**config.mk**
```make
export PLATFORM = sky130hd
export DESIGN_NAME = dda_line_rasterizer_top_flat
export DESIGN_NICKNAME = d
export VERILOG_FILES = /design/src/hw/rtl/dda_pkg.sv /design/src/hw/rtl/dda_line_if.sv /design/src/hw/rtl/dda_pixel_if.sv /design/src/hw/rtl/dda_ctrl.sv /design/src/hw/rtl/dda_datapath.sv /design/src/hw/rtl/dda_line_rasterizer_top.sv /design/src/flat_wrapper.sv
export SDC_FILE = /design/constraint.sdc
export NUM_CORES = 1
export LEC_CHECK = 0
export BUFFER_PORTS_ARGS = -buffer_cell sky130_fd_sc_hd__buf_2
export CAP_MARGIN = 40
export CORE_MARGIN = 2
export CORE_UTILIZATION = 60
export CTS_CLUSTER_DIAMETER = 30
export DETAILED_ROUTE_END_ITERATION = 6
export PLACE_DENSITY = 0.78
export RECOVER_POWER = 50
export SLEW_MARGIN = 5
export SYNTH_ARGS = -nofsm -noshare
export SYNTH_HDL_FRONTEND = slang
export SYNTH_HIERARCHICAL = 1
export SYNTH_SLANG_ARGS = --single-unit
```
**constraint.sdc**
```tcl
create_clock -name clk -period 6.7 [get_ports clk]
set_input_delay 0.335 -clock clk [delete_from_list [all_inputs] [get_ports clk]]
set_output_delay 0.335 -clock clk [all_outputs]
set_load 0.1 [all_outputs]
```
**src/hw/rtl/dda_pkg.sv**
```systemverilog
// Shared types and codes of the DDA line rasterizer.
// Used by the controller, the datapath and the top level; depends on nothing.
`timescale 1ns / 1ps

package dda_pkg;

    localparam logic ACT_START = 1'b0;
    localparam logic ACT_STEP  = 1'b1;

    typedef enum logic [0:0] {
        ST_IDLE,
        ST_DIVIDE
    } ctrl_state_t;

    typedef struct packed {
        logic load_line;
        logic advance_line;
        logic div_run;
    } dda_cmd_t;

    typedef struct packed {
        logic zero_step;
        logic line_active;
        logic div_done;
        logic out_free;
    } dda_status_t;

endpackage

```
**src/hw/rtl/dda_line_if.sv**
```systemverilog
// Channel that carries line commands: start with endpoints, or step.
// Depends on nothing; the coordinate width is a parameter.
`timescale 1ns / 1ps

interface dda_line_if #(
    parameter int COORD_WIDTH = 10
);
    logic                   valid;
    logic                   ready;
    logic                   action;
    logic [COORD_WIDTH-1:0] start_x;
    logic [COORD_WIDTH-1:0] start_y;
    logic [COORD_WIDTH-1:0] end_x;
    logic [COORD_WIDTH-1:0] end_y;

    modport source (output valid, action, start_x, start_y, end_x, end_y, input ready);
    modport sink (input valid, action, start_x, start_y, end_x, end_y, output ready);
endinterface

```
**src/hw/rtl/dda_pixel_if.sv**
```systemverilog
// Channel that carries plotted pixels of the DDA line rasterizer.
// Depends on nothing; the coordinate width is a parameter.
`timescale 1ns / 1ps

interface dda_pixel_if #(
    parameter int COORD_WIDTH = 10
);
    logic                   valid;
    logic                   ready;
    logic [COORD_WIDTH-1:0] pixel_x;
    logic [COORD_WIDTH-1:0] pixel_y;
    logic                   last_pixel;

    modport source (output valid, pixel_x, pixel_y, last_pixel, input ready);
    modport sink (input valid, pixel_x, pixel_y, last_pixel, output ready);
endinterface

```
**src/hw/rtl/dda_ctrl.sv**
```systemverilog
// Controller of the DDA line rasterizer: accepts items and sequences the divider.
// Depends on dda_pkg for the state type, action codes and command/status structs.
`timescale 1ns / 1ps

module dda_ctrl (
    input  logic                 clk,
    input  logic                 rst_n,
    input  logic                 in_valid,
    input  logic                 in_action,
    input  dda_pkg::dda_status_t status,
    output dda_pkg::dda_cmd_t    cmd,
    output logic                 in_ready
);

    dda_pkg::ctrl_state_t state_reg;
    dda_pkg::ctrl_state_t state_next;
    logic                 in_fire;

    assign in_fire = in_valid && in_ready;

    always_ff @(posedge clk or negedge rst_n)
    begin
        if (!rst_n)
        begin
            state_reg <= dda_pkg::ST_IDLE;
        end
        else
        begin
            state_reg <= state_next;
        end
    end

    always_comb
    begin
        state_next = state_reg;
        unique case (state_reg)
            dda_pkg::ST_IDLE:
            begin
                if (cmd.load_line && !status.zero_step)
                begin
                    state_next = dda_pkg::ST_DIVIDE;
                end
            end
            dda_pkg::ST_DIVIDE:
            begin
                if (status.div_done)
                begin
                    state_next = dda_pkg::ST_IDLE;
                end
            end
            default:
            begin
                state_next = dda_pkg::ST_IDLE;
            end
        endcase
    end

    always_comb
    begin
        in_ready         = 1'b0;
        cmd.load_line    = 1'b0;
        cmd.advance_line = 1'b0;
        cmd.div_run      = 1'b0;
        unique case (state_reg)
            dda_pkg::ST_IDLE:
            begin
                in_ready         = status.out_free;
                cmd.load_line    = in_fire && (in_action == dda_pkg::ACT_START);
                cmd.advance_line = in_fire && (in_action == dda_pkg::ACT_STEP)
                                   && status.line_active;
            end
            dda_pkg::ST_DIVIDE:
            begin
                cmd.div_run = 1'b1;
            end
            default:
            begin
                in_ready = 1'b0;
            end
        endcase
    end

endmodule

```
**src/hw/rtl/dda_datapath.sv**
```systemverilog
// Datapath of the DDA line rasterizer: accumulators, serial divider and output register.
// Depends on dda_pkg for the command and status structs.
`timescale 1ns / 1ps

module dda_datapath #(
    parameter int COORD_WIDTH = 10,
    parameter int FRAC_BITS   = 16
) (
    input  logic                   clk,
    input  logic                   rst_n,
    input  logic [COORD_WIDTH-1:0] start_x,
    input  logic [COORD_WIDTH-1:0] start_y,
    input  logic [COORD_WIDTH-1:0] end_x,
    input  logic [COORD_WIDTH-1:0] end_y,
    input  dda_pkg::dda_cmd_t      cmd,
    output dda_pkg::dda_status_t   status,
    input  logic                   out_ready,
    output logic                   out_valid,
    output logic [COORD_WIDTH-1:0] pixel_x,
    output logic [COORD_WIDTH-1:0] pixel_y,
    output logic                   last_pixel
);

    localparam int POS_W  = COORD_WIDTH + FRAC_BITS + 1;
    localparam int INC_W  = FRAC_BITS + 2;
    localparam int LEFT_W = COORD_WIDTH + 1;
    localparam int Q_W    = FRAC_BITS + 1;
    localparam int R_W    = COORD_WIDTH + 1;
    localparam int CNT_W  = $clog2(FRAC_BITS + 2);

    logic [POS_W-1:0]       xpos_reg;
    logic [POS_W-1:0]       ypos_reg;
    logic [INC_W-1:0]       xinc_reg;
    logic [INC_W-1:0]       yinc_reg;
    logic [LEFT_W-1:0]      left_reg;
    logic                   active_reg;
    logic [COORD_WIDTH-1:0] step_reg;
    logic [R_W-1:0]         xrem_reg;
    logic [R_W-1:0]         yrem_reg;
    logic [Q_W-1:0]         xq_reg;
    logic [Q_W-1:0]         yq_reg;
    logic                   xneg_reg;
    logic                   yneg_reg;
    logic [CNT_W-1:0]       cnt_reg;
    logic                   out_valid_reg;
    logic [COORD_WIDTH-1:0] out_x_reg;
    logic [COORD_WIDTH-1:0] out_y_reg;
    logic                   out_last_reg;

    logic [COORD_WIDTH-1:0] adx;
    logic [COORD_WIDTH-1:0] ady;
    logic [COORD_WIDTH-1:0] step;
    logic [R_W-1:0]         xtrial;
    logic [R_W-1:0]         ytrial;
    logic                   xge;
    logic                   yge;
    logic [R_W-1:0]         xrem_next;
    logic [R_W-1:0]         yrem_next;
    logic [Q_W-1:0]         xq_next;
    logic [Q_W-1:0]         yq_next;
    logic [INC_W-1:0]       xinc_next;
    logic [INC_W-1:0]       yinc_next;
    logic [POS_W-1:0]       xpos_next;
    logic [POS_W-1:0]       ypos_next;
    logic [LEFT_W-1:0]      left_next;
    logic                   div_last;

    assign adx  = (end_x >= start_x) ? (end_x - start_x) : (start_x - end_x);
    assign ady  = (end_y >= start_y) ? (end_y - start_y) : (start_y - end_y);
    assign step = (adx >= ady) ? adx : ady;

    // The first quotient bit compares the magnitude itself; later bits use the doubled remainder.
    assign xtrial    = (cnt_reg == '0) ? xrem_reg : {xrem_reg[R_W-2:0], 1'b0};
    assign ytrial    = (cnt_reg == '0) ? yrem_reg : {yrem_reg[R_W-2:0], 1'b0};
    assign xge       = xtrial >= {1'b0, step_reg};
    assign yge       = ytrial >= {1'b0, step_reg};
    assign xrem_next = xge ? (xtrial - {1'b0, step_reg}) : xtrial;
    assign yrem_next = yge ? (ytrial - {1'b0, step_reg}) : ytrial;
    assign xq_next   = {xq_reg[Q_W-2:0], xge};
    assign yq_next   = {yq_reg[Q_W-2:0], yge};
    assign xinc_next = xneg_reg ? (INC_W'(0) - {1'b0, xq_next}) : {1'b0, xq_next};
    assign yinc_next = yneg_reg ? (INC_W'(0) - {1'b0, yq_next}) : {1'b0, yq_next};
    assign div_last  = cnt_reg == CNT_W'(FRAC_BITS);

    assign xpos_next = xpos_reg + {{(POS_W-INC_W){xinc_reg[INC_W-1]}}, xinc_reg};
    assign ypos_next = ypos_reg + {{(POS_W-INC_W){yinc_reg[INC_W-1]}}, yinc_reg};
    assign left_next = left_reg - LEFT_W'(1);

    always_ff @(posedge clk or negedge rst_n)
    begin
        if (!rst_n)
        begin
            active_reg    <= 1'b0;
            out_valid_reg <= 1'b0;
            cnt_reg       <= '0;
        end
        else
        begin
            if (cmd.load_line)
            begin
                active_reg <= step != '0;
                cnt_reg    <= '0;
            end
            else if (cmd.advance_line)
            begin
                active_reg <= left_next != '0;
            end
            else if (cmd.div_run)
            begin
                cnt_reg <= cnt_reg + CNT_W'(1);
            end
            if (cmd.load_line || cmd.advance_line)
            begin
                out_valid_reg <= 1'b1;
            end
            else if (out_ready)
            begin
                out_valid_reg <= 1'b0;
            end
        end
    end

    always_ff @(posedge clk)
    begin
        if (cmd.load_line)
        begin
            xpos_reg     <= {1'b0, start_x, FRAC_BITS'(0)};
            ypos_reg     <= {1'b0, start_y, FRAC_BITS'(0)};
            xinc_reg     <= '0;
            yinc_reg     <= '0;
            left_reg     <= {1'b0, step};
            step_reg     <= step;
            xrem_reg     <= {1'b0, adx};
            yrem_reg     <= {1'b0, ady};
            xq_reg       <= '0;
            yq_reg       <= '0;
            xneg_reg     <= end_x < start_x;
            yneg_reg     <= end_y < start_y;
            out_x_reg    <= start_x;
            out_y_reg    <= start_y;
            out_last_reg <= step == '0;
        end
        else if (cmd.advance_line)
        begin
            xpos_reg     <= xpos_next;
            ypos_reg     <= ypos_next;
            left_reg     <= left_next;
            out_x_reg    <= xpos_next[FRAC_BITS +: COORD_WIDTH];
            out_y_reg    <= ypos_next[FRAC_BITS +: COORD_WIDTH];
            out_last_reg <= left_next == '0;
        end
        else if (cmd.div_run)
        begin
            xrem_reg <= xrem_next;
            yrem_reg <= yrem_next;
            xq_reg   <= xq_next;
            yq_reg   <= yq_next;
            if (div_last)
            begin
                xinc_reg <= xinc_next;
                yinc_reg <= yinc_next;
            end
        end
    end

    assign status.zero_step   = step == '0;
    assign status.line_active = active_reg;
    assign status.div_done    = cmd.div_run && div_last;
    assign status.out_free    = !out_valid_reg || out_ready;

    assign out_valid  = out_valid_reg;
    assign pixel_x    = out_x_reg;
    assign pixel_y    = out_y_reg;
    assign last_pixel = out_last_reg;

endmodule

```
**src/hw/rtl/dda_line_rasterizer_top.sv**
```systemverilog
// Top level of the DDA line rasterizer: joins the controller and the datapath.
// Depends on dda_pkg, dda_line_if, dda_pixel_if, dda_ctrl and dda_datapath.
//
//   channel | direction | item
//   line    | in        | action, start_x, start_y, end_x, end_y
//   pixel   | out       | pixel_x, pixel_y, last_pixel
//
// A step item on an active line puts its pixel in the output register on the next cycle;
// with no line active it yields no pixel. A start item puts its first pixel out on the
// next cycle; if the endpoints differ, the serial divider then runs with line.ready low.
// Input is taken only while the output register is empty or being drained this cycle.
// Reset is asynchronous and active low; it clears the controller, the valid flag and the line.
`timescale 1ns / 1ps

module dda_line_rasterizer_top #(
    parameter int COORD_WIDTH = 10,
    parameter int FRAC_BITS   = 16
) (
    input logic        clk,
    input logic        rst_n,
    dda_line_if.sink   line,
    dda_pixel_if.source pixel
);

    dda_pkg::dda_cmd_t    cmd;
    dda_pkg::dda_status_t status;

    dda_ctrl u_ctrl (
        .clk       (clk),
        .rst_n     (rst_n),
        .in_valid  (line.valid),
        .in_action (line.action),
        .status    (status),
        .cmd       (cmd),
        .in_ready  (line.ready)
    );

    dda_datapath #(
        .COORD_WIDTH (COORD_WIDTH),
        .FRAC_BITS   (FRAC_BITS)
    ) u_datapath (
        .clk        (clk),
        .rst_n      (rst_n),
        .start_x    (line.start_x),
        .start_y    (line.start_y),
        .end_x      (line.end_x),
        .end_y      (line.end_y),
        .cmd        (cmd),
        .status     (status),
        .out_ready  (pixel.ready),
        .out_valid  (pixel.valid),
        .pixel_x    (pixel.pixel_x),
        .pixel_y    (pixel.pixel_y),
        .last_pixel (pixel.last_pixel)
    );

endmodule

```
**src/flat_wrapper.sv**
```systemverilog
// flat-port wrapper written by rule: the top's interface ports become plain ports
module dda_line_rasterizer_top_flat 
#(
    parameter int COORD_WIDTH = 10,
    parameter int FRAC_BITS   = 16
)
  (clk, rst_n, line_valid, line_action, line_start_x, line_start_y, line_end_x, line_end_y, line_ready, pixel_valid, pixel_pixel_x, pixel_pixel_y, pixel_last_pixel, pixel_ready);
  dda_line_if #(.COORD_WIDTH(COORD_WIDTH)) line_i ();
  dda_pixel_if #(.COORD_WIDTH(COORD_WIDTH)) pixel_i ();
  input logic clk;
  input logic rst_n;
  input wire logic [$bits(line_i.valid)-1:0] line_valid;
  input wire logic [$bits(line_i.action)-1:0] line_action;
  input wire logic [$bits(line_i.start_x)-1:0] line_start_x;
  input wire logic [$bits(line_i.start_y)-1:0] line_start_y;
  input wire logic [$bits(line_i.end_x)-1:0] line_end_x;
  input wire logic [$bits(line_i.end_y)-1:0] line_end_y;
  output wire logic [$bits(line_i.ready)-1:0] line_ready;
  output wire logic [$bits(pixel_i.valid)-1:0] pixel_valid;
  output wire logic [$bits(pixel_i.pixel_x)-1:0] pixel_pixel_x;
  output wire logic [$bits(pixel_i.pixel_y)-1:0] pixel_pixel_y;
  output wire logic [$bits(pixel_i.last_pixel)-1:0] pixel_last_pixel;
  input wire logic [$bits(pixel_i.ready)-1:0] pixel_ready;
  assign line_i.valid = line_valid;
  assign line_i.action = line_action;
  assign line_i.start_x = line_start_x;
  assign line_i.start_y = line_start_y;
  assign line_i.end_x = line_end_x;
  assign line_i.end_y = line_end_y;
  assign line_ready = line_i.ready;
  assign pixel_valid = pixel_i.valid;
  assign pixel_pixel_x = pixel_i.pixel_x;
  assign pixel_pixel_y = pixel_i.pixel_y;
  assign pixel_last_pixel = pixel_i.last_pixel;
  assign pixel_i.ready = pixel_ready;
  dda_line_rasterizer_top #(.COORD_WIDTH(COORD_WIDTH), .FRAC_BITS(FRAC_BITS)) u_core (.clk(clk), .rst_n(rst_n), .line(line_i), .pixel(pixel_i));
endmodule
```
## Word level (Yosys, flattened, before mapping)

Index checks and enable logic that the tools add are counted.

| storage, ports and cells | value |
|---|---|
| flip-flop bits (word level) | 196 |
| output and inout bits | 23 |
| word-level logic and storage cells | 109 |

| operators by class | value |
|---|---|
| reduce and logical (&&, ||, !) cells | 21 |
| $add $sub $neg | 12 |
| bitwise gates (word level) | 3 |
| equality and inequality tests | 2 |
| order comparisons | 7 |
| muxes and demuxes | 40 |

Operators with widths:

| cell | number |
|---|---|
| $mux 10 | 15 |
| $mux 26 | 4 |
| $add 27x27->27 | 2 |
| $mux 11 | 4 |
| $sub 10x10->10 | 4 |
| $mux 18 | 2 |
| $sub 1x17->18 const A | 2 |
| $ge 10x10->1 | 3 |
| $ge 11x10->1 | 2 |
| $sub 11x10->11 | 2 |
| $lt 10x10->1 | 2 |
| $mux 5 | 3 |
| $logic_not 11->1 | 1 |
| $reduce_bool 11->1 | 1 |
| $sub 11x1->11 const B | 1 |
| $logic_not 10->1 | 1 |
| $mux 1 | 10 |
| $reduce_bool 10->1 | 1 |
| $logic_and 1x1->1 | 6 |
| $reduce_bool 2->1 | 3 |
| $add 5x1->5 const B | 1 |
| $eq 5x5->1 const B | 1 |
| $logic_not 5->1 | 1 |
| $reduce_and 2->1 | 2 |
| other kinds (7) | 11 |

## Longest topological paths before layout

Gate-level depths: netlist (run 1).

| logic depth | value |
|---|---|
| depth in word-level cells | 10 |
| depth in mapped cells | 24 |

## By module

Netlist (run 1), hierarchy kept.

Modules (own cells, without submodules):

| module | sequential area each (um^2) | area each (um^2) | instances | cells an instance |
|---|---|---|---|---|
| dda_datapath | 4,729.5 | 13,932.1 | 1 | 1,594 |
| dda_ctrl | 25.0 | 86.3 | 1 | 7 |

## Worst setup path after synthesis (run 1)

No wires, ideal clock.

| path | value |
|---|---|
| path type | register to register |
| start point | register u_core.u_datapath.cnt_reg[0] |
| end point | register u_core.u_datapath.xinc_reg[16] |
| data arrival time | 4.247 ns |
| required time | 6.568 ns |
| setup slack | 2.321 ns |
| library setup time | 0.132 ns |
| cell stages (with the launch flop) | 23 |
| path through | dfrtp_1 > inv_1 > ha_1 > nand2_1 > nor2_1 > clkbuf_1 > mux2_2 > ha_1 > nor2b_1 > o21ai_1 > a21boi_1 > o21ai_1 > a211oi_1 > or2_1 > inv_2 > buf_1 > ha_1 > nand2_1 > o21ai_2 > o21ai_0 > xor2_1 > nand2_1 > a21oi_1 |

| on the way | value |
|---|---|
| word-level cells in the longest chain between the ends | 5 |
| elaborated cells between the ends (all ways) | 7 |
| classes of those cells | add/sub (1); order compare (1); eq/ne (1); mux (2); reduce/logical (2) |

Ends and longest elaborated chain:

| what | RTL line | RTL |
|---|---|---|
| start, declared | dda_datapath.sv:44 | `logic [CNT_W-1:0] cnt_reg;` |
| start signal, assigned | dda_datapath.sv:110 | `cnt_reg <= cnt_reg + CNT_W'(1);` |
| $logic_not 5->1 | dda_datapath.sv:73 | `assign xtrial = (cnt_reg == '0) ? xrem_reg : {xrem_reg[R_W-2:0], 1'b0};` |
| $mux 11 | dda_datapath.sv:73 |  |
| $ge 11x10->1 | dda_datapath.sv:75 | `assign xge = xtrial >= {1'b0, step_reg};` |
| $sub 1x17->18 | dda_datapath.sv:81 | `assign xinc_next = xneg_reg ? (INC_W'(0) - {1'b0, xq_next}) : {1'b0, xq_next};` |
| $mux 18 | dda_datapath.sv:81 |  |
| end signal, assigned | dda_datapath.sv:160 | `xinc_reg <= xinc_next;` |
| end, declared | dda_datapath.sv:33 | `logic [INC_W-1:0] xinc_reg;` |

Several ways; a longest one is shown, not always the timed one.
A chain may end at the register's enable or synchronous reset.

==> results.toml, run 1 <==
[setup_path]
path_cells = "nand2b_1 -> nor2b_1 -> and4_2 -> clkbuf_1 -> nor2_1 -> inv_1 -> clkbuf_2"
worst-path-buf-inv = 3
startpoint_type = "register"
cp_top_family = "buffers and inverters"
path_max_fanout = 36
crit_required_ns = 6.77
r2r_start = "u_core/u_datapath/out_valid"
critPathSlowestCell = "clkbuf_1"
path_class = "register to register"
cpPeakStageDelay_ns = 1.56
worstSetupStartpoint = "u_core/u_datapath/out_valid"
cp.arrival_ns = 5.58
worstSetupEndpointType = "register"

[pwr]
swShare = 0.439
power_frac_comb = 0.519
p_sw_uw = 2840
power-per-cell-area_mw_per_mm2 = 427
p_int_uw = 3630
ir_drop_mv = 0.300
power_leakage_uw = 0.00645
power_frac_seq = 0.323
fin_total_pwr_uw = 6470
clkPwrFrac = 0.158

[worst_hold_path]
hold_class = "primary input to register"
hold_start = "line_start_x[9]"

[cells_and_area]
nNetsFinal = 1809
multi_input_area_mm2 = 0.00858
fin_util = 0.665
drive_above_1_share = 0.0894
layout_common_cells = "172 x nand2_1, 148 x a21oi_1, 139 x nor2_1"
fill_cells = 1901
seq_area_mm2 = 0.00475
areaGrowthSynthToFinish_pct = 7.98
final_common_cell = "nand2_1"
fin_area_mm2 = 0.0151
final_cells = 1959

[logic_synthesis]
yosysSeqAreaShare = 0.339
synth_seq_cells = 194
yosysWarningCount = 6
synth_ff_type = "dfxtp_1"
synth.distinct_cells = 97
synth_area_leader_cell = "edfxtp_1"
syn_inst = 1601
yosys.area.top_type_share = 0.178
synth_edf_count = 83
synth_area_per_cell_um2 = 8.76
synth-async-reset-ratio = 0.0412
netlist_area_mm2 = 0.0140
synth_area_leaders = "edfxtp_1 18%, dfxtp_1 15%, ha_1 11%"
syn-num-nets = 1778

[sta]
fin_crit_sh = 0.824
finalSetupViolations = 0
period_needed_ns = 5.52
finalHoldViolCount = 0
grt_setup_unrepaired = "no"
final_max_slew_viol_count = 167
setup-tns-final_ns = 0
relSlewSlack = -0.746
max_freq_mhz = 181
worstMarginPinSlew_ns = 2.62
fin_skew_ns = 0.0149

[placed_design]
dp_hpwl_um = 26600
place_area_mm2 = 0.0146
io_buffers = 67
dpl.cell_count = 1925
gp_congestion = 0.914

[routing]
drc = 0
num_vias = 11800
drt_iter0_drc = 982
final_antenna_net_count = 0
viasPerCell = 6.05
routedWlPerCell_um = 18.2
wl_um = 35600
drtPass1Iterations = 5

[floorplanning]
row_count = 55
initial_utilization = 0.615
die_area_mm2 = 0.0246
coreArea_mm2 = 0.0228
die_w_um = 157
fp.dieH_um = 157
ios = 68

[clock_tree]
htree_levels = 4
cts_resized = 0
postCtsSetupBuffers = 0
clkTransAtPathRegs_ns = 0.08
insertion_delay_ns = 0.44
clock-sinks = 194
clockBufferDepth = 2
cts_root_buf = "clkbuf_16"
cts_tree = "yes"
cts_made_buffers = 17

[grt]
grt_max_degree = 134
grt_overflow = 0
grt_pass1_wl_um = 57200
antenna_found_initial = 0
grt_pass1_vias = 11500
track_usage = 0.295

[flow_run]
maxCapViolCount = 2

[outcome]
violations = "max-capacitance violations, max-slew violations"
status = "finished, violations left"
==> final timing paths <==
| kind | endpoint | slack [ns] | cells after the start |
|---|---|---|---|
| max reg2reg | u_core/u_datapath/pixel_y[9] | 1.18 | 7 |
| max in group asynchronous | u_core/u_datapath/cnt_reg[0] | 5.90 | 2 |
| max | u_core/u_datapath/pixel_y[9] | 1.18 | 7 |
| min in group asynchronous | u_core/u_ctrl/state_reg | 0.42 | 2 |
| min reg2reg | u_core/u_datapath/ypos_reg[10] | 0.47 | 2 |
| min | u_core/u_datapath/pixel_x[9] | 0.25 | 2 |
==> logic make-up (layout without fill, tap and decap cells) <==
group / count (synthesis) / in the layout / synth area share
xor+xnor: 103 / 103 / 0.0654
fa+ha+maj: 132 / 132 / 0.122
other cells: 0 / 1 / 0
simple gates: 464 / 464 / 0.154
flops: 194 / 194 / 0.339
mux: 67 / 67 / 0.0511
buf+inv: 173 / 217 / 0.0486
compound gates: 468 / 468 / 0.220
==> cell type report <==
type,count,area share
multi-input cells,1234,0.567
flip-flops and latches,194,0.314
clock buffers,18,0.0290
repair buffers,78,0.0271
inverters,107,0.0265
well taps,313,0.0259
clock inverters,14,0.0106
diodes,1,0.000165
==> power groups by stage <==
stage / logic [uW] / clock network (uW) / registers, uW
after floorplan: 2550 / 0 / 2120
after global placement: 3190 / 0 / 2090
after detailed placement: 3310 / 0 / 2100
after CTS: 3350 / 1040 / 2080
after global routing: 3730 / 1080 / 2140
final: 3360 / 1020 / 2090
==> metrics by stage <==
step	setup slack (ns)	hold slack, ns
after floorplan	2.32	0.0394
after global placement	1.81	0.214
after detailed placement	1.69	0.215
after CTS	1.69	0.240
after global routing	0.886	0.242
final	1.18	0.252
==> synth_stat cells (4+ instances only) <==
cell and count:
o21ai_1 10, a311oi_1 4, a221oi_1 4, dfrtp_1 8, xnor2_1 51, nand2_1 172
nor3_1 20, and3_1 7, mux2_2 22, ha_1 124, and2_1 11, nand4_1 18
dfxtp_1 103, buf_1 9, nand2b_1 11, nand3_1 22, nor2_1 140, a21oi_1 148
o31ai_1 13, clkbuf_1 47, a31oi_1 11, a211oi_1 48, mux2i_1 42, a21o_1 41
inv_1 103, nor2b_1 14, or3_1 17, xor2_1 50, o211ai_1 8, o21bai_1 14
nand3b_1 5, o21ai_0 87, fa_1 8, o21a_1 14, inv_2 4, o41ai_1 9
edfxtp_1 83, buf_2 5
==> repair_timing <==
action                                  CTS  global route
hold buffers                              1             0
endpoints found under the setup margin    0             0
endpoints found under the hold margin     8             0
==> worst register-to-register path: cells and delay by family, from the launching register on <==
family / cells / cell delay [ns]
flip-flops: 1 / 0.43
buffers and inverters: 3 / 3.14
AND/OR/NAND/NOR: 4 / 1.57
==> routing by layer <==
metal | vias to the layer above | global-route usage | routed length (um)
li1 | 5819 | - | -
met1 | 5600 | 0.377 | 15200
met2 | 388 | 0.515 | 17500
met3 | 42 | 0.0496 | 2260
met4 | 0 | 0.0804 | 587
met5 | - | 0 | 0
Note: power is estimated with default switching activity, not from simulation.
==> inputs of run 2 (changes only) <==
- clock period: 6.7 -> 5.2 ns (I/O delays scaled with it)
==> results.toml, run 2 (synthesis results as in run 1) <==
[pwr]
ir_drop_mv = 0.613
fin_total_pwr_uw = 8420
power_leakage_uw = 0.00650
power-per-cell-area_mw_per_mm2 = 554

[setup_path]
critPathCapture = "u_core/u_datapath/yrem_reg[10]"
r2r_start = "u_core/u_datapath/out_valid"
cp_top_family = "simple AND/OR/NAND/NOR gates"
cpMostUsedCell = "nor2b_1"
startpoint_type = "register"
worstSetupEndpointType = "register"
critPathSlowestCell = "clkbuf_1"
reg2reg_depth = 9
cp.arrival_ns = 4.98
worstReg2RegEnd = "u_core/u_datapath/yrem_reg[10]"
path_max_fanout = 28
path_class = "register to register"
path_cells = "nand2b_1 -> nor2b_1 -> and4_1 -> clkbuf_1 -> nor2b_1 -> buf_4 -> o21ai_0 -> mux2_2 -> a21oi_1"
regToRegSetupSlack_ns = 0.51
worstSetupStartpoint = "u_core/u_datapath/out_valid"
cpPeakStageDelay_ns = 1.38
crit_required_ns = 5.50
cp.depth = 9
worst-path-buf-inv = 2

[cells_and_area]
drive_above_1_share = 0.0949
layout_common_cells = "172 x nand2_1, 149 x a21oi_1, 139 x nor2_1"
final_cells = 1969
fin_util = 0.668
nNetsFinal = 1819
areaGrowthSynthToFinish_pct = 8.47
final_common_cell = "nand2_1"

[grt]
grt_max_degree = 199
antenna_found_initial = 1
track_usage = 0.299
grt_pass1_vias = 11600
grt_pass1_wl_um = 58000
grt_overflow = 0

[worst_hold_path]
hold_class = "primary input to register"

[clock_tree]
cts_made_buffers = 17
clock-sinks = 194
postCtsSetupBuffers = 0
cts_root_buf = "clkbuf_16"
clockBufferDepth = 2
insertion_delay_ns = 0.45
hold_buffers = 1
clkTransAtPathRegs_ns = 0.08
cts_tree = "yes"
cts_resized = 0
htree_levels = 4

[placed_design]
io_buffers = 67
dp_hpwl_um = 26800
gp_congestion = 0.897
dpl.cell_count = 1935

[sta]
period_needed_ns = 4.69
grt_setup_unrepaired = "no"
setup-tns-final_ns = 0
holdWs_ns = 0.177
fin_skew_ns = 0.0148
max_freq_mhz = 213
relSlewSlack = -0.248
finalHoldViolCount = 0
worstMarginPinSlew_ns = 1.87
finalSetupViolations = 0
fin_crit_sh = 0.901
final_max_slew_viol_count = 29

[floorplanning]
row_count = 55
initial_utilization = 0.615
die_w_um = 157
fp.dieH_um = 157
ios = 68
die_area_mm2 = 0.0246
coreArea_mm2 = 0.0228

[outcome]
violations = "max-capacitance violations, max-slew violations"
status = "finished, violations left"

[flow_run]
maxCapViolCount = 1

[routing]
drt_iter0_drc = 972
wl_um = 35800
drc = 0
num_vias = 11900
final_antenna_net_count = 0
viasPerCell = 6.04
drtPass1Iterations = 5
routedWlPerCell_um = 18.2
run 2: worst min-delay path, delay by kind of cell:
family / cells / cell delay (ns)
simple gates: 1 / 0.11
buf+inv: 1 / 0.14
mux: 1 / 0.07
run 2: through the flow:
stage | cell area, um2 | worst slack [ns]
floorplan | 14000 | 0.821
global placement | 14600 | 0.539
detailed placement | 14700 | 0.423
CTS | 15300 | 0.800
global route | 15200 | 0.253
finish | 15200 | 0.515
run 2: cell type report:
type	instances	area [um2]
Clock inverter	14	154
Antenna cell	1	2.50
Inverter	107	402
Multi-Input combinational cell	1234	8570
Sequential cell	194	4750
Clock buffer	18	450
Fill cell	1908	7570
Tap cell	313	392
Timing Repair Buffer	88	479
run 2: where the power goes:
part | switching (uW) | internal, uW
Sequential | 429 | 2260
Combinational | 2610 | 1770
Clock | 655 | 693
Total | 3690 | 4730
run 2: worst min-delay path by stage:
stage	to	cells after the start	start
floorplan	u_core/u_ctrl/state_reg	0	rst_n
global placement	u_core/u_datapath/cnt_reg[2]	1	rst_n
detailed placement	u_core/u_datapath/cnt_reg[3]	1	rst_n
CTS	u_core/u_ctrl/state_reg	3	line_valid
global route	u_core/u_ctrl/state_reg	3	line_valid
finish	u_core/u_ctrl/state_reg	3	line_valid
run 2: routing by layer:
layer / up-vias / track usage / share of wire
met2: 350 / 0.516 / 0.48
li1: 5828 / - / -
met5: - / 0 / 0
met3: 62 / 0.0496 / 0.056
met1: 5654 / 0.382 / 0.44
met4: 0 / 0.0926 / 0.024
